### config.mk
export PLATFORM = sky130hd
export DESIGN_NAME = lsb_first_bit_packer_with_varint_unit
export DESIGN_NICKNAME = d
export VERILOG_FILES = /design/src/rtl/lbp_pkg.sv /design/src/rtl/lsb_first_bit_packer_with_varint_unit.sv /design/src/rtl/lbp_shift_unit.sv /design/src/rtl/lbp_seq.sv
export SDC_FILE = /design/constraint.sdc
export NUM_CORES = 1
export LEC_CHECK = 0
export BUFFER_PORTS_ARGS = -buffer_cell sky130_fd_sc_hd__buf_2
export CELL_PAD_IN_SITES_DETAIL_PLACEMENT = 0
export CELL_PAD_IN_SITES_GLOBAL_PLACEMENT = 1
export CORE_UTILIZATION = 45
export CTS_CLUSTER_SIZE = 14
export DETAILED_ROUTE_END_ITERATION = 8
export PLACE_DENSITY = 0.93
export SYNTH_ARGS = -nofsm -noshare
export SYNTH_HDL_FRONTEND = slang
export SYNTH_SLANG_ARGS = --single-unit
### constraint.sdc
create_clock -name clk -period 5.9 [get_ports clk]
set_input_delay 0.59 -clock clk [delete_from_list [all_inputs] [get_ports clk]]
set_output_delay 0.59 -clock clk [all_outputs]
set_load 0.05 [all_outputs]
### src/rtl/lbp_pkg.sv
// shared types and constants for the lsb-first bit packer
package lbp_pkg;

  // width of the integer taken by an integer append
  localparam int INT_WIDTH = 64;

  // widths of the bit accumulator and its fill count
  localparam int ACC_W = 16;
  localparam int CNT_W = 5;

  // input operation codes
  typedef enum logic [1:0] {
    OP_BIT   = 2'd0,
    OP_BYTE  = 2'd1,
    OP_INT   = 2'd2,
    OP_FLUSH = 2'd3
  } op_t;

  // sequencer states
  typedef enum logic {
    ST_IDLE = 1'b0,
    ST_RUN  = 1'b1
  } state_t;

  // commands to the shared shift unit
  typedef enum logic [1:0] {
    CMD_NONE   = 2'd0,
    CMD_APPEND = 2'd1,
    CMD_DROP   = 2'd2,
    CMD_CLEAR  = 2'd3
  } cmd_kind_t;

  // one command: append seg (len bits, lsb first), drop a byte, or clear
  typedef struct packed {
    cmd_kind_t  kind;
    logic [8:0] seg;
    logic [3:0] len;
  } unit_cmd_t;

endpackage

### src/rtl/lsb_first_bit_packer_with_varint_unit.sv
// top level of the lsb-first bit packer with variable-length integer append
// One item is taken at a time; in_ready is high only while the block is idle.
// A sequencer feeds one segment per cycle while no full byte is waiting (a bit,
// a byte, or a 9-bit integer group of 0 marker plus data byte, then the
// closing 1 marker) into a shared shift unit holding a 16-bit accumulator,
// and every full byte goes out as its own beat, one per cycle while
// out_ready is high, the shift unit taking either one append or one byte
// drop per cycle.
module lsb_first_bit_packer_with_varint_unit (
  input  logic        clk,
  input  logic        rst_n,
  input  logic        in_valid,
  output logic        in_ready,
  input  logic [1:0]  in_op,
  input  logic [63:0] in_value,
  output logic        out_valid,
  input  logic        out_ready,
  output logic [7:0]  out_byte,
  output logic [3:0]  out_valid_bits,
  output logic        out_last_of_run
);

  lbp_pkg::unit_cmd_t          cmd;
  logic [lbp_pkg::ACC_W-1:0]   acc;
  logic [lbp_pkg::CNT_W-1:0]   cnt;

  // control sequencer
  lbp_seq u_seq (
    .clk             (clk),
    .rst_n           (rst_n),
    .in_valid        (in_valid),
    .in_ready        (in_ready),
    .in_op           (in_op),
    .in_value        (in_value),
    .out_valid       (out_valid),
    .out_ready       (out_ready),
    .out_byte        (out_byte),
    .out_valid_bits  (out_valid_bits),
    .out_last_of_run (out_last_of_run),
    .acc             (acc),
    .cnt             (cnt),
    .cmd             (cmd)
  );

  // shared shift unit and accumulator
  lbp_shift_unit u_shift (
    .clk   (clk),
    .rst_n (rst_n),
    .cmd   (cmd),
    .acc   (acc),
    .cnt   (cnt)
  );

endmodule

### src/rtl/lbp_shift_unit.sv
// shared shift unit: holds the bit accumulator, appends segments and drops bytes
module lbp_shift_unit (
  input  logic                           clk,
  input  logic                           rst_n,
  input  lbp_pkg::unit_cmd_t             cmd,
  output logic [lbp_pkg::ACC_W-1:0]      acc,
  output logic [lbp_pkg::CNT_W-1:0]      cnt
);

  logic [lbp_pkg::ACC_W-1:0] acc_r, acc_nxt;
  logic [lbp_pkg::CNT_W-1:0] cnt_r, cnt_nxt;

  // next accumulator contents
  always_comb begin
    acc_nxt = acc_r;
    cnt_nxt = cnt_r;
    unique case (cmd.kind)
      lbp_pkg::CMD_NONE: begin
      end
      lbp_pkg::CMD_APPEND: begin
        acc_nxt = acc_r | ({7'd0, cmd.seg} << cnt_r[2:0]);
        cnt_nxt = cnt_r + {1'b0, cmd.len};
      end
      lbp_pkg::CMD_DROP: begin
        acc_nxt = {8'd0, acc_r[lbp_pkg::ACC_W-1:8]};
        cnt_nxt = cnt_r - 5'd8;
      end
      lbp_pkg::CMD_CLEAR: begin
        acc_nxt = '0;
        cnt_nxt = '0;
      end
      default: begin
      end
    endcase
  end

  // accumulator registers, empty after reset
  always_ff @(posedge clk) begin
    if (!rst_n) begin
      acc_r <= '0;
      cnt_r <= '0;
    end else begin
      acc_r <= acc_nxt;
      cnt_r <= cnt_nxt;
    end
  end

  assign acc = acc_r;
  assign cnt = cnt_r;

endmodule

### src/rtl/lbp_seq.sv
// sequencer: takes one item, feeds segments to the shift unit, hands out bytes
module lbp_seq (
  input  logic                           clk,
  input  logic                           rst_n,
  input  logic                           in_valid,
  output logic                           in_ready,
  input  logic [1:0]                     in_op,
  input  logic [63:0]                    in_value,
  output logic                           out_valid,
  input  logic                           out_ready,
  output logic [7:0]                     out_byte,
  output logic [3:0]                     out_valid_bits,
  output logic                           out_last_of_run,
  input  logic [lbp_pkg::ACC_W-1:0]      acc,
  input  logic [lbp_pkg::CNT_W-1:0]      cnt,
  output lbp_pkg::unit_cmd_t             cmd
);

  lbp_pkg::state_t                 state_r, state_nxt;
  lbp_pkg::op_t                    op_r, op_nxt;
  logic [lbp_pkg::INT_WIDTH-1:0]   v_r, v_nxt;
  logic                            seg_done_r, seg_done_nxt;
  logic                            full_byte;
  logic                            flush_out;

  assign full_byte = cnt[4] | cnt[3];
  assign flush_out = (op_r == lbp_pkg::OP_FLUSH) && (cnt != '0);

  // handshake and output beat
  assign in_ready        = (state_r == lbp_pkg::ST_IDLE);
  assign out_valid       = (state_r == lbp_pkg::ST_RUN) && (full_byte || flush_out);
  assign out_byte        = acc[7:0];
  assign out_valid_bits  = full_byte ? 4'd8 : cnt[3:0];
  // a full byte is last unless more bits follow: a second held byte, another
  // integer group, or a closing marker that tops up seven leftover bits
  assign out_last_of_run = full_byte ?
                           (!cnt[4] && (seg_done_r || ((v_r == '0) && (cnt[2:0] != 3'd7)))) :
                           1'b1;

  // next state, segment generation and unit command
  always_comb begin
    state_nxt    = state_r;
    op_nxt       = op_r;
    v_nxt        = v_r;
    seg_done_nxt = seg_done_r;
    cmd.kind     = lbp_pkg::CMD_NONE;
    cmd.seg      = '0;
    cmd.len      = '0;
    unique case (state_r)
      lbp_pkg::ST_IDLE: begin
        if (in_valid) begin
          op_nxt       = lbp_pkg::op_t'(in_op);
          v_nxt        = in_value[lbp_pkg::INT_WIDTH-1:0];
          seg_done_nxt = (lbp_pkg::op_t'(in_op) == lbp_pkg::OP_FLUSH);
          state_nxt    = lbp_pkg::ST_RUN;
        end
      end
      lbp_pkg::ST_RUN: begin
        if (full_byte) begin
          // a whole byte is waiting
          if (out_ready) begin
            cmd.kind = lbp_pkg::CMD_DROP;
          end
        end else if (flush_out) begin
          // padded partial byte on flush
          if (out_ready) begin
            cmd.kind = lbp_pkg::CMD_CLEAR;
          end
        end else if (!seg_done_r) begin
          cmd.kind = lbp_pkg::CMD_APPEND;
          unique case (op_r)
            lbp_pkg::OP_BIT: begin
              cmd.seg      = {8'd0, v_r[0]};
              cmd.len      = 4'd1;
              seg_done_nxt = 1'b1;
            end
            lbp_pkg::OP_BYTE: begin
              cmd.seg      = {1'b0, v_r[7:0]};
              cmd.len      = 4'd8;
              seg_done_nxt = 1'b1;
            end
            lbp_pkg::OP_INT: begin
              if (v_r != '0) begin
                // group: 0 marker then the next low byte
                cmd.seg = {v_r[7:0], 1'b0};
                cmd.len = 4'd9;
                v_nxt   = v_r >> 8;
              end else begin
                // closing 1 marker
                cmd.seg      = 9'd1;
                cmd.len      = 4'd1;
                seg_done_nxt = 1'b1;
              end
            end
            lbp_pkg::OP_FLUSH: begin
              cmd.kind     = lbp_pkg::CMD_NONE;
              seg_done_nxt = 1'b1;
            end
            default: begin
              cmd.kind = lbp_pkg::CMD_NONE;
            end
          endcase
        end else begin
          state_nxt = lbp_pkg::ST_IDLE;
        end
      end
      default: begin
        state_nxt = lbp_pkg::ST_IDLE;
      end
    endcase
  end

  // state register
  always_ff @(posedge clk) begin
    if (!rst_n) begin
      state_r    <= lbp_pkg::ST_IDLE;
      seg_done_r <= 1'b1;
    end else begin
      state_r    <= state_nxt;
      seg_done_r <= seg_done_nxt;
    end
  end

  // item registers
  always_ff @(posedge clk) begin
    op_r <= op_nxt;
    v_r  <= v_nxt;
  end

endmodule

Word level (Yosys, flattened, before mapping)

Index checks and enable logic that the tools add are counted.

Flip-flop bits (word level): 89
Input bits: 70
Output and inout bits: 15
Word-level logic and storage cells: 76

Add/subtract/negate cells: 2
Equality and inequality tests: 14
Shift operators: 1
Mux-type cells: 34
Bitwise logic cells: 3
Reductions and logical operators: 16

Operators with widths:

| operator                                                               | count |
|---|---|
| 64-bit 2-to-1 mux                                                      | 6 |
| 64-bit one-hot mux with 2 select lines                                 | 1 |
| 64-bit zero test                                                       | 1 |
| 64-bit nonzero test                                                    | 1 |
| 16-bit one-hot mux with 3 select lines                                 | 1 |
| 13-bit 2-to-1 mux                                                      | 3 |
| 13-bit one-hot mux with 3 select lines                                 | 1 |
| 15-bit 2-to-1 mux                                                      | 2 |
| 16-bit OR                                                              | 1 |
| 9-bit by 3-bit << shifter with 16-bit output                           | 1 |
| 5-bit one-hot mux with 3 select lines                                  | 1 |
| 2-bit != test (second input constant)                                  | 6 |
| 1-bit 2-to-1 mux                                                       | 11 |
| 2-bit equality test (second input constant)                            | 5 |
| 2-bit 2-to-1 mux                                                       | 4 |
| 1-bit one-hot mux with 2 select lines                                  | 3 |
| 6-bit AND reduction                                                    | 1 |
| 5-bit by 4-bit adder with 5-bit output                                 | 1 |
| 5-bit nonzero test                                                     | 1 |
| 5-bit by 4-bit subtractor with 5-bit output (second input constant)    | 1 |
| 2-bit by 1-bit equality test with 1-bit output (second input constant) | 2 |
| 1-bit logical AND                                                      | 4 |
| 4-bit 2-to-1 mux                                                       | 1 |
| 3-bit != test (second input constant)                                  | 1 |
| other kinds (9)                                                        | 10 |

Depth between registers and ports, before layout

Depth after elaboration: 10
Gate-level depth with buffers: 12
Gate-level depth less buffers: 10

Cells and area by module

Synthesis repeated with hierarchy kept, for this count alone.

Cell total of the unflattened synthesis: 385
Area, all modules: 4662.0 sq um

By module, submodules not included:

| module         | times used | cells each | area an instance (sq um) | seq. area each (sq um) |
|---|---|---|---|---|
| lbp_seq        | 1          | 219        | 3291.9                   | 2021.9 |
| lbp_shift_unit | 1          | 166        | 1370.1                   | 420.4 |

Worst setup path before layout

OpenSTA, ideal clock, no wires.

Path type: register -> register
Start point: register u_shift.cnt_r (netlist bit u_shift.cnt[3])
End point: register u_seq.v_r[0] in the netlist's numbering (enable)
Setup time: 499 ps
Arrival time: 3994 ps
Required time: 5401 ps
Slack: 1406 ps
Cell stages (with the launch flop): 7
Buffers on the path: 1
Period minus slack after synthesis: 4494 ps
Path through: dfxtp_1 -> inv_1 -> ha_1 -> and3b_1 -> clkbuf_1 -> nand2_1 -> o21bai_1

Word-level cells in the longest chain between the ends: 4
Elaborated cells between the ends (all ways): 6
Those cells by class: eq/ne (2); bitwise (1); reduce/logical (3)

RTL lines:

| element                           | line                 | source |
|---|---|---|
| from (decl)                       | lbp_shift_unit.sv:11 | `logic [lbp_pkg::CNT_W-1:0] cnt_r, cnt_nxt;` |
| from (signal assigned)            | lbp_shift_unit.sv:44 | `cnt_r <= cnt_nxt;` |
| 5-bit nonzero test                | lbp_seq.sv:27        | `assign flush_out = (op_r == lbp_pkg::OP_FLUSH) && (cnt != '0);` |
| 1-bit logical AND                 | lbp_seq.sv:27        |  |
| 2-bit != test (no line)           | -                    |  |
| 6-bit AND reduction (no line) (*) | -                    |  |
| to (signal assigned)              | lbp_seq.sv:127       | `v_r <= v_nxt;` |
| to (decl)                         | lbp_seq.sv:21        | `logic [lbp_pkg::INT_WIDTH-1:0] v_r, v_nxt;` |

Every way passes the cells marked *; elsewhere a longest branch is shown, timed or not.
A chain may end at the register's enable or synchronous reset.

Worst setup path after layout

Start point: register u_seq.v_r[4] in the netlist's numbering
End point: output port out_last_of_run

Word-level cells in the longest chain between the ends: 5

RTL lines:

| element           | line                                        | source |
|---|---|---|
| 64-bit zero test  | lbp_seq.sv:37                               | `(!cnt[4] && (seg_done_r \|\| ((v_r == '0) && (cnt[2:0] != 3'd7)))) :` |
| 1-bit logical AND | lbp_seq.sv:37                               |  |
| 1-bit logical OR  | lbp_seq.sv:37                               |  |
| 1-bit logical AND | lbp_seq.sv:37                               |  |
| 1-bit 2-to-1 mux  | lbp_seq.sv:36                               | `assign out_last_of_run = full_byte ?` |
| to (decl)         | lsb_first_bit_packer_with_varint_unit.sv:20 | `output logic out_last_of_run` |

No other way between the ends.

==> key figures <==
Clock network
  – Hold-fix buffers at CTS: 0
  – CTS Root Cell: clkbuf_8
  – Post-CTS Resized: 0
  – Setup Buffers After CTS: 0
  – CTS Buf Count: 9
  – H-tree depth: 3
  – CTS Buffer Depth: 2
  – Worst-Skew Late Latency: between 0.3 and 0.4 ns
  – Clock transition at path regs: roughly 0.10 ns
  – CTS tree: done
  – Clk sinks: 89

Layout
  – Nets: 533
  – Non-filler cells, final: between 500 and 600
  – Cell area after layout: 5370 um^2
  – Reg area: roughly 2400 um^2
  – Fin util: 53.9%
  – Syn-to-layout area delta: 14.0%
  – Share of layout cells above drive strength 1: 39.5%
  – Filler cell count: 850
  – Multi-input gate area: 2080 um^2
  – Antenna diodes: 0

Pwr
  – Share of power burned in registers: 56.7%
  – Clk pwr share: a little under a third
  – PD cells: 250 nW/um^2
  – Peak VDD IR: 0.000125 V
  – Net Sw Frac: between 20 and 30%
  – Static leakage: 0.00201 uW
  – Gate power share: 11.5%
  – NetSw: around 370 uW
  – Int Pwr: 976 uW

Critical path
  – Crit path buf inv count: 1
  – Worst-path fanout max: 6
  – Slowest stage delay, CP: 0.51 ns
  – Cell family with most CP delay: simple AND/OR/NAND/NOR gates
  – CP required: 5.31 ns
  – Worst Setup End Kind: primary output
  – Worst EP arrival: approximately 2.7 ns
  – Crit path kind: register to primary output
  – Slowest library cell on the worst path: nor4_4
  – Critical path, cell by cell: nor4_1 > nand4_1 > nor4_4 > a21oi_1 > o21ai_0 > buf_2
  – Crit path launch type: register

Logic synthesis
  – Syn Nets: 467
  – Top FF cell, synth: edfxtp_1
  – Top-count cell post-synth: edfxtp_1
  – Number of synthesized register bits: 89
  – Async S/R FF share, synth: 0%
  – EDFF count, synth: 66
  – Netlist cell types: between 60 and 70
  – Synth top area share: about 42%
  – Ys Warns: 0
  – Cell taking the most area after synthesis: edfxtp_1
  – Synth cell count leaders: edfxtp_1 (66), mux2_2 (60), dfxtp_1 (23), nor2_1 (22), nand2_1 (18)
  – Largest cells by area after synthesis: edfxtp_1 (42%), mux2_2 (14%), dfxtp_1 (9.8%)
  – Synth Instances: 392
  – Average size of a mapped cell: 12.0 um^2
  – Seq/Total Area, Yosys: between 50 and 60%
  – Mapped Area: 4710 um^2

Route
  – Post-DRT Antenna Nets: 0
  – Via count: 3,413
  – Wire per inst: 18.2 um
  – Detailed Routing Iterations Pass 1: 5
  – Routed vias/inst: 5.73
  – Drc violations: 0
  – DRT iter0 DRCs: 245
  – Drt total wl: 10.8 mm

Timing
  – Post-route minimum period: 3.32 ns
  – Slew @ Worst Pin: 1.03 ns
  – Setup TNS: 0 ns
  – Fin. max-slew vios: 0
  – Worst Hold Margin: 0.416 ns
  – Unrepaired setup endpoints after global routing: no
  – Final setup viols: 0
  – Fin crit share: 56.2%
  – FMAX: 0.301 GHz
  – Clock Skew: 0.0168 ns
  – Final hold vios: 0
  – Worst slew margin: between 30% and 40%

Die
  – Initial Util: 47.3%
  – Die area: 10,900 um^2
  – Die W: around 100 um
  – I/O pin cnt: 85
  – Die height: between 100 and 150 um
  – Core Area: 9950 um^2
  – Site Rows: 36

Flow run
  – Max Cap Viol: 0

GRT
  – Vias in the first global route: 3,360
  – Antenna violations before repair: 1
  – First-pass GRT wire length: 17.3 mm
  – Total global routing overflow: 0
  – Gr usage total: 20.5%
  – Largest net degree at the start of global routing: 72

Placed design
  – Final RePlAce weighted congestion: 0.887
  – HPWL after DPL: just under 8 mm
  – I/O Buffers: 84
  – Placed Instances: 580
  – Cell area after placement: 5170 um^2

Status
  – Status: finished clean

Min path
  – Hold Path Class: input port to register
-- worst register-to-register path, cell delays in order, from the launching register on --
cell and delay, ns:
edfxtp_1 0.47, nor4_1 0.49, nand4_1 0.25, nor4_4 0.51, nand2b_1 0.21, a21oi_1 0.07, ha_1 0.34, a31oi_1 0.09
nor2_1 0.17, xnor2_1 0.14, o21ai_0 0.10
-- metal layers --
| metal | part of all wire [%] | track usage [%] | vias to the layer above |
|---|---|---|---|
| li1 | - | - | 1619 |
| met1 | 45 | 27.4 | 1650 |
| met2 | 48 | 32.6 | 131 |
| met3 | 5.8 | 4.01 | 13 |
| met4 | 1.5 | 7.76 | 0 |
| met5 | 0 | 0 | - |
-- sequential cells by signal, indices dropped and copies added, names as in the netlist --
name / cells
u_shift.acc: 16
u_seq.op_r: 2
u_seq.state_r: 1
u_seq.v_r: 64
u_shift.cnt: 5
u_seq.seg_done_r: 1
-- worst paths after layout --
check	startpoint	end	slack, ns	depth (start not counted)
max reg2reg	u_seq.v_r[4]	u_shift.cnt[4]	2.95	10
max	u_seq.v_r[4]	out_last_of_run	2.58	6
min	in_op[1]	u_seq.op_r[1]	0.42	1
min reg2reg	u_shift.acc[9]	u_shift.acc[9]	0.46	2
-- cells in the final DEF (no fill, tap or decap), drive strengths merged, types with 3 or more instances in the layout --
master,count
nand3,7
xnor2,3
nor2,22
mux2,60
nor2b,11
buf,87
o21ai,9
nor3,4
edfxtp,66
a31oi,9
and2,7
nand4,6
inv,14
dfxtp,23
o31a,3
a221oi,4
ha,5
a21oi,11
clkinv,3
nand2b,5
a21o,3
nor4,17
a22o,4
clkbuf,9
mux2i,8
a22oi,8
nand2,20
-- cell families (layout without fill, tap and decap cells) --
group | count (synthesis) | count (layout) | share of synthesized area (%)
AO/OA/AOI/OAI | 72 | 72 | 11.8
multiplexers | 68 | 68 | 16.0
adder cells (fa/ha/maj) | 5 | 5 | 1.33
buffers and inverters | 42 | 113 | 4.28
AND/OR/NAND/NOR | 113 | 113 | 14.1
flip-flops | 89 | 89 | 51.8
XOR/XNOR | 3 | 3 | 0.558
-- power by group through the flow --
stage	clock, uW	sequential [uW]	combinational, uW
2_1_floorplan	0	766	108
3_3_place_gp	0	773	151
3_5_place_dp	0	775	154
4_1_cts	432	761	155
5_1_grt	456	767	168
6_report	426	762	155
-- per-stage QoR --
step | power, uW | setup slack, ns
3_5_place_dp | 929 | 3.02
2_1_floorplan | 873 | 1.41
5_1_grt | 1390 | 2.34
4_1_cts | 1350 | 2.55
6_report | 1340 | 2.58
3_3_place_gp | 924 | 3.03
-- cell type report --
| class | instances | area share (%) |
|---|---|---|
| multi-input combinational | 261 | 38.7 |
| timing repair buffer | 87 | 8.25 |
| inverter | 10 | 0.699 |
| tap | 133 | 3.10 |
| sequential | 89 | 45.5 |
| clock inverter | 7 | 1.42 |
| clock buffer | 9 | 2.31 |
Note: power is estimated with default switching activity, not from simulation.
